File: config.mk
export PLATFORM = sky130hd
export DESIGN_NAME = stepper_step_pulse_sequencer
export DESIGN_NICKNAME = d
export VERILOG_FILES = /design/src/hdl/sps_pkg.sv /design/src/hdl/sps_in_stage.sv /design/src/hdl/sps_core.sv /design/src/hdl/sps_out_stage.sv /design/src/hdl/stepper_step_pulse_sequencer.sv
export SDC_FILE = /design/constraint.sdc
export NUM_CORES = 1
export LEC_CHECK = 0
export BUFFER_PORTS_ARGS = -buffer_cell sky130_fd_sc_hd__buf_2
export CORE_ASPECT_RATIO = 0.75
export CORE_MARGIN = 4
export CORE_UTILIZATION = 46
export CTS_CLUSTER_SIZE = 24
export DETAILED_ROUTE_END_ITERATION = 16
export PLACE_DENSITY = 0.67
export SYNTH_ARGS = -nofsm -noshare
export SYNTH_HDL_FRONTEND = slang
export SYNTH_SLANG_ARGS = --single-unit
File: constraint.sdc
create_clock -name clk_i -period 4.1 [get_ports clk_i]
set_clock_uncertainty 0.2 [all_clocks]
set_input_delay 0.82 -clock clk_i [delete_from_list [all_inputs] [get_ports clk_i]]
set_output_delay 0.82 -clock clk_i [all_outputs]
set_load 0.05 [all_outputs]
File: src/hdl/sps_pkg.sv
package sps_pkg;

  localparam int unsigned SpeedW    = 8;
  localparam int unsigned StepCntW  = 16;
  localparam int unsigned WaveW     = 16;
  localparam logic [WaveW-1:0] WaveHalfStepsRst = 16'd200;

  typedef enum logic [1:0] {
    FIN_NONE = 2'd0,
    FIN_BOOT = 2'd1,
    FIN_MOVE = 2'd2
  } fin_e;

  typedef enum logic {
    KIND_TICK  = 1'b0,
    KIND_START = 1'b1
  } kind_e;

  typedef struct packed {
    kind_e                kind;
    logic [SpeedW-1:0]    speed;
    logic [StepCntW-1:0]  step_count;
    logic                 continuous;
  } item_t;

  typedef struct packed {
    logic step_level;
    logic dir_level;
    fin_e finished;
    logic running;
  } result_t;

endpackage

File: src/hdl/sps_in_stage.sv
module sps_in_stage (
  input  logic          clk_i,
  input  logic          rst_ni,
  input  logic          valid_i,
  output logic          ready_o,
  input  sps_pkg::item_t item_i,
  input  logic          take_i,
  output logic          valid_o,
  output sps_pkg::item_t item_o
);

  logic           valid_q, valid_d;
  sps_pkg::item_t item_q;

  // Free a slot when empty or when the held transaction moves on this cycle.
  assign ready_o = !valid_q || take_i;
  assign valid_d = (valid_i && ready_o) || (valid_q && !take_i);

  always_ff @(posedge clk_i or negedge rst_ni) begin
    if (!rst_ni) begin
      valid_q <= 1'b0;
    end else begin
      valid_q <= valid_d;
    end
  end

  always_ff @(posedge clk_i) begin
    if (valid_i && ready_o) begin
      item_q <= item_i;
    end
  end

  assign valid_o = valid_q;
  assign item_o  = item_q;

endmodule

File: src/hdl/sps_core.sv
module sps_core #(
  parameter int unsigned CntW = 16
) (
  input  logic                                clk_i,
  input  logic                                rst_ni,
  input  logic                                cfg_we_i,
  input  logic [sps_pkg::WaveW-1:0]           cfg_wdata_i,
  input  sps_pkg::item_t                      item_i,
  input  logic                                advance_i,
  output sps_pkg::result_t                    result_o
);

  logic [sps_pkg::WaveW-1:0]  wave_q;
  logic                       boot_q, boot_d;
  logic                       active_q, active_d;
  logic                       step_q, step_d;
  logic                       dir_q, dir_d;
  logic [CntW-1:0]            toggle_q, toggle_d;
  logic [CntW-1:0]            toggle_inc;
  logic [sps_pkg::SpeedW-1:0] div_q, div_d;
  logic [sps_pkg::SpeedW-1:0] div_inc;
  logic [sps_pkg::SpeedW-1:0] speed_q, speed_d;
  logic [CntW-1:0]            target_q, target_d;
  logic                       cont_q, cont_d;
  sps_pkg::fin_e              fin;

  assign toggle_inc = toggle_q + CntW'(1);
  assign div_inc    = div_q + sps_pkg::SpeedW'(1);

  always_comb begin
    boot_d   = boot_q;
    active_d = active_q;
    step_d   = step_q;
    dir_d    = dir_q;
    toggle_d = toggle_q;
    div_d    = div_q;
    speed_d  = speed_q;
    target_d = target_q;
    cont_d   = cont_q;
    fin      = sps_pkg::FIN_NONE;
    if (item_i.kind == sps_pkg::KIND_START) begin
      speed_d  = item_i.speed;
      target_d = CntW'(item_i.step_count);
      cont_d   = item_i.continuous;
      active_d = 1'b1;
    end else if (active_q) begin
      if (boot_q) begin
        step_d = !step_q;
        if (toggle_inc != CntW'(wave_q)) begin
          toggle_d = toggle_inc;
        end else begin
          toggle_d = '0;
          if (!dir_q) begin
            dir_d = 1'b1;
          end else begin
            // end of power-on wave
            boot_d   = 1'b0;
            active_d = 1'b0;
            speed_d  = sps_pkg::SpeedW'(1);
            fin      = sps_pkg::FIN_BOOT;
          end
        end
      end else if (speed_q == '0) begin
        active_d = 1'b0;
      end else if (div_inc != speed_q) begin
        div_d = div_inc;
      end else begin
        div_d  = '0;
        step_d = !step_q;
        if (!cont_q) begin
          if (toggle_inc != target_q) begin
            toggle_d = toggle_inc;
          end else begin
            toggle_d = '0;
            active_d = 1'b0;
            fin      = sps_pkg::FIN_MOVE;
          end
        end
      end
    end
  end

  always_ff @(posedge clk_i or negedge rst_ni) begin
    if (!rst_ni) begin
      wave_q   <= sps_pkg::WaveHalfStepsRst;
      boot_q   <= 1'b1;
      active_q <= 1'b1;
      step_q   <= 1'b0;
      dir_q    <= 1'b0;
      toggle_q <= '0;
      div_q    <= '0;
      speed_q  <= '0;
      target_q <= '0;
      cont_q   <= 1'b0;
    end else begin
      if (cfg_we_i) begin
        wave_q <= cfg_wdata_i;
      end
      if (advance_i) begin
        boot_q   <= boot_d;
        active_q <= active_d;
        step_q   <= step_d;
        dir_q    <= dir_d;
        toggle_q <= toggle_d;
        div_q    <= div_d;
        speed_q  <= speed_d;
        target_q <= target_d;
        cont_q   <= cont_d;
      end
    end
  end

  always_comb begin
    result_o.step_level = step_d;
    result_o.dir_level  = dir_d;
    result_o.finished   = fin;
    result_o.running    = active_d;
  end

endmodule

File: src/hdl/sps_out_stage.sv
module sps_out_stage (
  input  logic             clk_i,
  input  logic             rst_ni,
  input  logic             load_i,
  input  sps_pkg::result_t result_i,
  output logic             valid_o,
  input  logic             ready_i,
  output sps_pkg::result_t result_o
);

  logic             valid_q;
  sps_pkg::result_t result_q;

  always_ff @(posedge clk_i or negedge rst_ni) begin
    if (!rst_ni) begin
      valid_q <= 1'b0;
    end else if (load_i) begin
      valid_q <= 1'b1;
    end else if (ready_i) begin
      valid_q <= 1'b0;
    end
  end

  always_ff @(posedge clk_i) begin
    if (load_i) begin
      result_q <= result_i;
    end
  end

  assign valid_o  = valid_q;
  assign result_o = result_q;

endmodule

File: src/hdl/stepper_step_pulse_sequencer.sv
// Channel  | Handshake               | Payload
// ---------+-------------------------+---------------------------------------------
// in       | in_valid_i / in_ready_o | kind_i, speed_i, step_count_i, continuous_i
// out      | out_valid_o/out_ready_i | step_level_o, dir_level_o, finished_o, running_o
// cfg      | cfg_we_i (no wait)      | cfg_wdata_i = wave_half_steps
//
// One transaction per clock sustained while out_ready_i stays high; a result passes
// from an accepted transaction through the input register, then the result register.
// Motor state advances when the input register hands its transaction to the
// result register, so each tick or start is one pass of compare/increment logic.
// Reset puts the unit in the power-on wave with wave_half_steps = 200.
// With out_ready_i low the result holds and the input register takes one more
// transaction before in_ready_o drops.
module stepper_step_pulse_sequencer #(
  parameter int unsigned STEP_COUNT_WIDTH = 16
) (
  input  logic                          clk_i,
  input  logic                          rst_ni,
  input  logic                          cfg_we_i,
  input  logic [sps_pkg::WaveW-1:0]     cfg_wdata_i,
  input  logic                          in_valid_i,
  output logic                          in_ready_o,
  input  logic                          kind_i,
  input  logic [sps_pkg::SpeedW-1:0]    speed_i,
  input  logic [sps_pkg::StepCntW-1:0]  step_count_i,
  input  logic                          continuous_i,
  output logic                          out_valid_o,
  input  logic                          out_ready_i,
  output logic                          step_level_o,
  output logic                          dir_level_o,
  output logic [1:0]                    finished_o,
  output logic                          running_o
);

  sps_pkg::item_t   in_item;
  sps_pkg::item_t   held_item;
  sps_pkg::result_t core_result;
  sps_pkg::result_t out_result;
  logic             held_valid;
  logic             advance;

  always_comb begin
    in_item.kind       = sps_pkg::kind_e'(kind_i);
    in_item.speed      = speed_i;
    in_item.step_count = step_count_i;
    in_item.continuous = continuous_i;
  end

  // Advance when the input register holds a transaction and the result register is free or drains this cycle.
  assign advance = held_valid && (!out_valid_o || out_ready_i);

  sps_in_stage u_in_stage (
    .clk_i   (clk_i),
    .rst_ni  (rst_ni),
    .valid_i (in_valid_i),
    .ready_o (in_ready_o),
    .item_i  (in_item),
    .take_i  (advance),
    .valid_o (held_valid),
    .item_o  (held_item)
  );

  sps_core #(
    .CntW (STEP_COUNT_WIDTH)
  ) u_core (
    .clk_i       (clk_i),
    .rst_ni      (rst_ni),
    .cfg_we_i    (cfg_we_i),
    .cfg_wdata_i (cfg_wdata_i),
    .item_i      (held_item),
    .advance_i   (advance),
    .result_o    (core_result)
  );

  sps_out_stage u_out_stage (
    .clk_i    (clk_i),
    .rst_ni   (rst_ni),
    .load_i   (advance),
    .result_i (core_result),
    .valid_o  (out_valid_o),
    .ready_i  (out_ready_i),
    .result_o (out_result)
  );

  assign step_level_o = out_result.step_level;
  assign dir_level_o  = out_result.dir_level;
  assign finished_o   = out_result.finished;
  assign running_o    = out_result.running;

endmodule

# --- Word-level counts from Yosys, hierarchy flattened ---
# Index checks and enable logic that the tools add are counted.
totals:
  reg_bits: 102
classes:
  add_sub_neg: 2
  eq_ne: 7
  n_mux: 40
  bitwise_logic: 4
  reduce_logical: 21
op_table:
  columns: ["op", "count"]
  rows:
  - ["$mux W16", 6]
  - ["$mux W8", 6]
  - ["$ne A16 B16 Y1", 2]
  - ["$mux W1", 22]
  - ["$add A16 B1 Y16 const B", 1]
  - ["$mux W2", 6]
  - ["$reduce_and A5 Y1", 2]
  - ["$add A8 B1 Y8 const B", 1]
  - ["$logic_not A8 Y1", 1]
  - ["$ne A8 B8 Y1", 1]
  - ["$reduce_bool A2 Y1", 4]
  - ["$ne A2 B1 Y1 const B", 3]
  - ["$reduce_and A6 Y1", 1]
  - ["$logic_not A1 Y1", 4]
  - ["$not A1 Y1", 4]
  - ["$logic_and A1 B1 Y1", 3]
  - ["$logic_or A1 B1 Y1", 3]
  - ["$reduce_and A3 Y1", 1]
  - ["$ne A2 B2 Y1 const B", 1]
  - ["$reduce_and A2 Y1", 1]
  - ["$reduce_or A2 Y1", 1]

# --- Depth between registers and ports, before layout ---
# Gate-level depths: netlist (run 1).
depth:
  word_depth: 9
  mapped_depth: 12
  ltp_nobuf: 9

# --- By module ---
# A second synthesis (run 1) with hierarchy kept.
unflattened:
  hier_cells: 546
  hier_area_um2: 5555.3
modules_own_cells:
  columns: ["module", "instances", "cells_each", "area_each_um2", "seq_area_each_um2"]
  rows:
  - ["sps_core", 1, 506, 4523.1, 1732.9]
  - ["sps_in_stage", 1, 30, 834.6, 805.8]
  - ["sps_out_stage", 1, 8, 186.4, 175.2]
  - ["stepper_step_pulse_sequencer", 1, 2, 11.3, 0.0]

# --- Worst setup path after synthesis (run 1) ---
# Ideal clock, no wire load.
synth_timing:
  path_kind: "register -> register"
  start: "reg u_core.toggle_q[0]"
  end: "reg u_core.toggle_q[5]"
  setup_ns: 0.126
  arrival_ns: 2.962
  path_slack_ns: 0.812
  path_stages_with_launch: 10
  n_path_buf: 0
  cell_sequence: "dfrtp_1 > ha_1 > nand4_1 > nor4_1 > xnor3_1 > o2111ai_1 > or4_4 > o32ai_4 > nor2_2 > a221o_1"
synth_between:
  elab_chain_cells: 7
synth_rtl:
  columns: ["element", "line_no", "rtl"]
  rows:
  - ["start, declared", "sps_core.sv:18", "logic [CntW-1:0] toggle_q, toggle_d;"]
  - ["start signal, assigned", "sps_core.sv:104", "toggle_q <= toggle_d;"]
  - ["$add A16 B1 Y16 (*)", "sps_core.sv:27", "assign toggle_inc = toggle_q + CntW'(1);"]
  - ["$ne A16 B16 Y1", "sps_core.sv:71", "if (toggle_inc != target_q) begin"]
  - ["$mux W16", "sps_core.sv:71", null]
  - ["$mux W16", "sps_core.sv:70", "if (!cont_q) begin"]
  - ["$mux W16", "sps_core.sv:65", "end else if (div_inc != speed_q) begin"]
  - ["$mux W16", "sps_core.sv:63", "end else if (speed_q == '0) begin"]
  - ["$mux W16 (*)", "sps_core.sv:47", "if (boot_q) begin"]
# Mark *: on every way between the ends. The rest lies on a longest branch, timed or not. The select of a mux whose other input is x is not followed.
# A chain may end at the register's enable or synchronous reset.

# --- Final worst setup path (run 1) ---
layout_timing:
  start: "reg u_core.toggle_q[0]"
  end: "reg u_out_stage.result_q (netlist bit u_out_stage.result_o[2]), data pin"
layout_between:
  elab_chain_cells: 7
layout_rtl:
  columns: ["element", "line_no", "rtl"]
  rows:
  - ["$add A16 B1 Y16", "sps_core.sv:27", null]
  - ["$ne A16 B16 Y1", "sps_core.sv:71", null]
  - ["$mux W2", "sps_core.sv:71", null]
  - ["$mux W2", "sps_core.sv:70", null]
  - ["$mux W2", "sps_core.sv:65", null]
  - ["$mux W2", "sps_core.sv:63", null]
  - ["$mux W2", "sps_core.sv:47", null]
  - ["end signal, assigned", "sps_out_stage.sv:26", "result_q <= result_i;"]
  - ["end, declared", "sps_out_stage.sv:12", "sps_pkg::result_t result_q;"]
# Every way passes these cells.

==> summary.md, run 1 <==
| Metric | Value |
|---|---|
| First-pass GRT wire length | between 20000 and 25000 um |
| Number of synthesized flops with an enable pin | 31 |
| LEAKAGE | 2.56 nW |
| CP startpoint kind | flop |
| Clk slew on worst S/H paths | 0.08 ns |
| Clock Path Buffers | 2 |
| Max-slew violation count | 0 |
| Largest net degree at the start of global routing | 39 |
| Worst Slack Setup Final | 0.207 ns |
| Hold_buf cts | 0 |
| Initial Util | 47.9% |
| Post-Synthesis Cells | 560 |
| Hpwl dp | between 10000 and 15000 um |
| Vias | ~4400 |
| IR drop worst, VDD | around 0.23 mV |
| Synth Cell Area | 5650 um2 |
| Initial detailed-routing violation count | between 300 and 400 |
| Antenna Nets Post-Route | 0 |
| CP endpoint kind | flop |
| Worst Tran Pin Value | ~1.1 ns |
| Power per cell area | ~440 nW/um2 |
| Sequential share of the synthesized area | between 40% and 50% |
| Most common cell after layout, fill and taps aside | nand2_1 |
| Max Clk Rate | between 200 and 300 MHz |
| TritonRoute pass-1 iters | 5 |
| TritonCTS clock tree | done |
| Synth warnings | 0 |
| FFs w/ async S/R, synth | between 60% and 70% |
| Area Overhead vs Synth | 13.1% |
| Sink Count | ~100 |
| Sum Neg Setup Slack | 0 ns |
| Height of the die | ~100 um |
| Post_cts resized | 0 |
| DRC viols | 0 |
| Total grt overflow | 0 |
| RSZ-0062 raised after global routing | no |
| Site Rows | 34 |
| HP Class | reg2reg |
| Critical path class | reg2reg |
| Max-cap check violation count | 0 |
| Quantity of I/O buffers inserted on ports | 53 |
| # IOs | 54 |
| CORE AREA | ~12000 um2 |
| # setup viols final | 0 |
| Tmin final | ~3.9 ns |
| Routability cong. | 0.993 |
| Most frequent cells in the layout | nand2_1 (88), dfrtp_1 (66), buf_2 (53) |
| Max_slew headroom | about a quarter |
| Place WS | 0.415 ns |
| Final nets | around 650 |
| Diodes inserted | 0 |
| H-tree depth | 3 |
| Fin. Hold Viols | 0 |
| Syn_nets | 609 |
| Initial antenna violation count | 0 |
| Post-CTS Setup Bufs | 0 |
| FF+latch count, synth | between 100 and 150 |
| Period utilisation layout | a little over nine tenths |
| Top_reg_cell synth | dfrtp_1 |
| Crit-path max FO | 6 |
| Die Width | about 140 um |
| Post-synth cell types | between 70 and 80 |
| Fraction of layout cells with a size suffix above 1 | roughly a fifth |
| Clock root buffer | clkbuf_16 |
| Hold Slack | approximately 0.24 ns |
| Drt wl/cell | around 18 um |
| Total global-route track usage | between 20% and 30% |
| Vias per cell | ~5.7 |
| Inserted Clock Buffers | 9 |
| Syn Area/Cell | slightly above 10 um2 |
| Clock Latency Late Sink | ~0.36 ns |
| Vias in the first global route | slightly above 4000 |
| Status | completed |
| CP required | about 4 ns |
| Wirelength, routed | between 10000 and 15000 um |
| CP Data Arrival Time | ~3.8 ns |
| Die ar. | about 14000 um2 |
## registers in the layout (all words and copies together), names as in the netlist
signal                count
u_core.active_q           1
u_core.wave_q            16
u_core.div_q              8
u_core.boot_q             1
u_out_stage.result_o      5
u_core.speed_q            8
u_core.step_q             1
u_core.dir_q              1
u_in_stage.item_o        26
u_core.target_q          16
u_out_stage.valid_o       1
u_in_stage.valid_o        1
u_core.toggle_q          16
u_core.cont_q             1
## cell usage after synthesis, drive strengths merged, types with 8 or more instances
cell type / number / share of area [%]
xnor2: 31 / 4.9
nand2: 88 / 5.8
inv: 10 / 0.66
a21oi: 18 / 1.6
buf: 13 / 1.3
or3: 10 / 1.1
nand2b: 12 / 1.3
o21ai: 24 / 2.1
and3: 10 / 1.1
nand3: 14 / 1.5
nor2: 29 / 2.0
nand4: 12 / 1.6
edfxtp: 31 / 16
nor3: 17 / 1.5
a22o: 8 / 1.2
dfrtp: 66 / 29
xor2: 15 / 2.3
clkbuf: 18 / 1.2
mux2: 17 / 3.4
## routing by layer
metal / wire length [um] / vias up / part of all wire (%) / global-route usage, %
met5: 0 / - / 0 / 0
met4: 148 / 0 / 1.1 / 4.53
met3: 1070 / 14 / 7.7 / 6.04
met2: 5990 / 139 / 43 / 28.2
met1: 6760 / 2139 / 48 / 32.0
li1: - / 2128 / - / -
## kinds of logic (layout without fill, tap and decap cells)
family | Yosys count | after routing | synth area share (%)
compound gates | 109 | 109 | 14.0
mux | 21 | 21 | 4.10
xor+xnor | 49 | 49 | 8.46
buf+inv | 41 | 90 | 3.19
fa+ha+maj | 2 | 2 | 0.443
flops | 102 | 102 | 48.1
simple gates | 236 | 236 | 21.7
## per-stage QoR
stage	cell area (um2)	util (%)	total power, W	instances
finish	6380	54.2	0.00279	771
global route	6380	54.2	0.00295	771
CTS	6380	54.2	0.00281	771
detailed placement	6070	51.5	0.00193	755
global placement	6070	51.5	0.00191	755
floorplan	5650	-	0.00174	560
## where the power goes
group          switching, W  internal [W]
Combinational      0.000330      0.000263
Sequential         0.000144       0.00118
Clock              0.000436      0.000440
Total              0.000910       0.00188
## path summary, 6_finish.rpt
| check | end | slack, ns | depth (start not counted) | from |
|---|---|---|---|---|
| worst max-delay path | u_out_stage.result_o[2]$_SDFFCE_PP0P_ | 0.21 | 9 | u_core.toggle_q[0]$_DFFE_PN0P_ |
| worst min-delay path | u_core.target_q[2]$_DFFE_PN0P_ | 0.24 | 2 | u_in_stage.item_o[3]$_DFFE_PP_ |
| worst max register to register | u_out_stage.result_o[2]$_SDFFCE_PP0P_ | 0.21 | 9 | u_core.toggle_q[0]$_DFFE_PN0P_ |
| worst min register to register | u_core.target_q[2]$_DFFE_PN0P_ | 0.24 | 2 | u_in_stage.item_o[3]$_DFFE_PP_ |
| max in group asynchronous | u_core.active_q$_DFFE_PN1P_ | 2.62 | 2 | rst_ni |
| min in group asynchronous | u_core.toggle_q[4]$_DFFE_PN0P_ | 0.34 | 1 | rst_ni |
## worst max-delay path: stages, from the launching register on
cell       delay, ns
dfrtp_1         0.46
ha_1            0.32
nand4_1         0.31
nor3_1          0.40
xnor2_1         0.21
a2111oi_0       0.75
nand4_1         0.28
nor3_1          0.26
nand2_1         0.08
nor4_1          0.38
## cell type report
cell class | instances | area (um2)
clock buffer | 9 | 225
fill | 1071 | 5400
clock inverter | 7 | 91.3
timing repair buffer | 64 | 360
multi-input combinational | 417 | 2750
inverter | 10 | 37.5
sequential | 102 | 2710
tap | 162 | 203
(Power assumes the default switching activity.)
==> run 2: changes to the inputs <==
--- a/config.mk
+++ b/config.mk
@@ -5,13 +5,13 @@
 export SDC_FILE = /design/constraint.sdc
 export NUM_CORES = 1
 export LEC_CHECK = 0
-export BUFFER_PORTS_ARGS = -buffer_cell sky130_fd_sc_hd__buf_2
+export BUFFER_PORTS_ARGS = -buffer_cell sky130_fd_sc_hd__buf_4
 export CORE_ASPECT_RATIO = 0.75
 export CORE_MARGIN = 4
 export CORE_UTILIZATION = 46
 export CTS_CLUSTER_SIZE = 24
 export DETAILED_ROUTE_END_ITERATION = 16
-export PLACE_DENSITY = 0.67
+export PLACE_DENSITY = 0.72
 export SYNTH_ARGS = -nofsm -noshare
 export SYNTH_HDL_FRONTEND = slang
 export SYNTH_SLANG_ARGS = --single-unit
==> summary.md, run 2 (synthesis results as in run 1) <==
| Metric | Value |
|---|---|
| Hold_buf cts | 0 (unchanged) |
| Antenna Nets Post-Route | 0 (unchanged) |
| Total grt overflow | 0 (unchanged) |
| Max-slew violation count | 0 (unchanged) |
| Drt wl/cell | 18.3 um (was 18.1 um) |
| LEAKAGE | 2.59 nW (was 2.56 nW) |
| Crit path launch | u_core.toggle_q[0]$_DFFE_PN0P_ (unchanged) |
| Fin. Hold Viols | 0 (unchanged) |
| IR drop worst, VDD | 0.284 mV (was 0.229 mV) |
| Most common cell after layout, fill and taps aside | nand2_1 (unchanged) |
| Flip-flop count of the largest register after layout | 26 (unchanged) |
| Most frequent cells in the layout | nand2_1 (88), dfrtp_1 (66), buf_4 (61) (was nand2_1 (88), dfrtp_1 (66), buf_2 (53)) |
| Place WS | 0.405 ns (was 0.415 ns) |
| Sum Neg Setup Slack | 0 ns (unchanged) |
| Crit path capture | u_core.speed_q[2]$_DFFE_PN0P_ (was u_out_stage.result_o[2]$_SDFFCE_PP0P_) |
| Vias | 4495 (was 4420) |
| R2R Path Start | u_core.toggle_q[0]$_DFFE_PN0P_ (unchanged) |
| Hpwl dp | 10500 um (was 10600 um) |
| Worst Tran Pin Value | 1.14 ns (was 1.11 ns) |
| Clock Latency Late Sink | 0.35 ns (was 0.36 ns) |
| Largest net degree at the start of global routing | 72 (was 39) |
| Die Width | 136 um (unchanged) |
| DRC viols | 0 (unchanged) |
| CORE AREA | 11800 um2 (unchanged) |
| CP endpoint kind | flop (unchanged) |
| Comb power frac | 21.6% (was 21.3%) |
| Critical path class | reg2reg (unchanged) |
| CP startpoint kind | flop (unchanged) |
| Clk slew on worst S/H paths | 0.07 ns (was 0.08 ns) |
| Die ar. | 14100 um2 (unchanged) |
| Slowest cell on crit path | a2111oi_0 (unchanged) |
| P_int | 0.00194 W (was 0.00188 W) |
| Clock share of power | 31.4% (about the same) |
| Power per cell area | 435 nW/um2 (was 437 nW/um2) |
| Post-Route Utilization | 55.0% (was 54.2%) |
| Worst Slack Setup Final | 0.259 ns (was 0.207 ns) |
| # setup viols final | 0 (unchanged) |
| Period utilisation layout | 93.7% (was 95.0%) |
| Max_slew headroom | 24.0% (was 25.7%) |
| Status | completed (unchanged) |
| HP Class | reg2reg (unchanged) |
| Routability cong. | 1.01 (was 0.993) |
| CP Data Arrival Time | 3.88 ns (was 3.82 ns) |
| Final nets | 650 (was 653) |
| CP required | 4.14 ns (was 4.03 ns) |
| Clock Path Buffers | 2 (unchanged) |
| CP bufs+invs | 0 (unchanged) |
| Sw Share | 31.2% (was 32.6%) |
| CP Cell Sequence | ha_1 -> nand3_1 -> xnor2_1 -> a2111oi_0 -> o2111ai_1 -> nor4_1 -> and4_1 -> o21ai_1 -> a22o_1 (was ha_1 -> nand4_1 -> nor3_1 -> xnor2_1 -> a2111oi_0 -> nand4_1 -> nor3_1 -> nand2_1 -> nor4_1) |
| Tmin final | 3.84 ns (was 3.89 ns) |
| Reg2Reg Depth | 9 (unchanged) |
| Area Overhead vs Synth | 14.8% (was 13.1%) |
| Initial antenna violation count | 0 (unchanged) |
| TritonRoute pass-1 iters | 5 (unchanged) |
| Quantity of I/O buffers inserted on ports | 53 (unchanged) |
| Worst reg2reg endpoint | u_core.speed_q[2]$_DFFE_PN0P_ (was u_out_stage.result_o[2]$_SDFFCE_PP0P_) |
| TritonCTS clock tree | done (unchanged) |
| Vias in the first global route | 4354 (was 4155) |
| Slowest Stage Delay on Critical Path | 0.78 ns (was 0.75 ns) |
| Site Rows | 34 (unchanged) |
| Vias per cell | 5.85 (was 5.73) |
| Reg2reg setup slack | 0.26 ns (was 0.21 ns) |
| # IOs | 54 (unchanged) |
| First-pass GRT wire length | 23200 um (was 22800 um) |
| Top delay family on crit path | compound AO/OA/AOI/OAI gates (was simple AND/OR/NAND/NOR gates) |
| Clock root buffer | clkbuf_16 (unchanged) |
| Crit-path max FO | 8 (was 6) |
| Max Clk Rate | 260 MHz (was 257 MHz) |
| RSZ-0062 raised after global routing | no (unchanged) |
| Initial detailed-routing violation count | 495 (was 387) |
| Fraction of layout cells with a size suffix above 1 | 19.3% (was 19.7%) |
| Sink Count | 102 (unchanged) |
| Diodes inserted | 0 (unchanged) |
| Total global-route track usage | 20.7% (was 20.6%) |
| Wirelength, routed | 14000 um (about the same) |
| Switch Pwr | 0.000880 W (was 0.000910 W) |
| Seq pwr share | 47.0% (was 47.3%) |
| Height of the die | 104 um (unchanged) |
| Max-cap check violation count | 0 (unchanged) |
| Inserted Clock Buffers | 9 (unchanged) |
| CP Depth | 9 (unchanged) |
| H-tree depth | 3 (unchanged) |
| Initial Util | 47.9% (unchanged) |
==> run 2: layout make-up <==
class | count | area, um2
Fill cell | 1038 | 5300
Clock inverter | 7 | 88.8
Timing Repair Buffer | 61 | 458
Inverter | 10 | 37.5
Tap cell | 162 | 203
Multi-Input combinational cell | 417 | 2750
Clock buffer | 9 | 225
Sequential cell | 102 | 2710
==> run 2: worst min path at each step <==
stage / startpoint / end / slack, ns / cells after the start
floorplan: u_in_stage.item_o[0]$_DFFE_PP_ / u_core.cont_q$_DFFE_PN0P_ / 0.21 / 2
global placement: u_in_stage.item_o[2]$_DFFE_PP_ / u_core.target_q[1]$_DFFE_PN0P_ / 0.22 / 2
detailed placement: u_in_stage.item_o[12]$_DFFE_PP_ / u_core.target_q[11]$_DFFE_PN0P_ / 0.23 / 2
CTS: u_in_stage.item_o[6]$_DFFE_PP_ / u_core.target_q[5]$_DFFE_PN0P_ / 0.25 / 2
global route: u_in_stage.item_o[14]$_DFFE_PP_ / u_core.target_q[13]$_DFFE_PN0P_ / 0.27 / 2
finish: u_in_stage.item_o[6]$_DFFE_PP_ / u_core.target_q[5]$_DFFE_PN0P_ / 0.24 / 2
==> run 2: metrics by stage <==
| stage | total power [W] | hold WS [ns] | instances | instance area, um2 |
|---|---|---|---|---|
| 3_3_place_gp | 0.00193 | 0.219 | 752 | 6160 |
| 5_1_grt | 0.00298 | 0.267 | 768 | 6480 |
| 2_1_floorplan | 0.00174 | 0.215 | 560 | 5650 |
| 3_5_place_dp | 0.00195 | 0.229 | 752 | 6160 |
| 4_1_cts | 0.00284 | 0.248 | 768 | 6480 |
| 6_report | 0.00282 | 0.242 | 768 | 6480 |
==> run 2: power groups by stage <==
stage	logic (W)	registers (W)	clock network, W
floorplan	0.000443	0.00130	0
global placement	0.000593	0.00134	0
detailed placement	0.000607	0.00134	0
CTS	0.000609	0.00132	0.000910
global route	0.000684	0.00134	0.000952
finish	0.000611	0.00133	0.000885
==> run 2: worst register-to-register path: cells and delay by family, from the launching register on <==
family,cells,cell delay [ns]
AO/OA/AOI/OAI,4,1.52
AND/OR/NAND/NOR,3,0.99
flip-flops,1,0.48
adder cells (fa/ha/maj),1,0.34
XOR/XNOR,1,0.21
==> run 2: timing repair <==
action / in CTS / in global routing
endpoints found under the setup margin: 0 / 1
resized for setup: 0 / 1
buffers inserted: 0 / 0
==> run 2: per-layer routing <==
layer  global-route usage (%)  wire length [um]  part of all wire [%]
met5                        0                 0                     0
met4                     6.33               289                   2.1
met3                     4.16              1190                   8.5
met2                     28.9              6040                    43
met1                     32.1              6510                    46
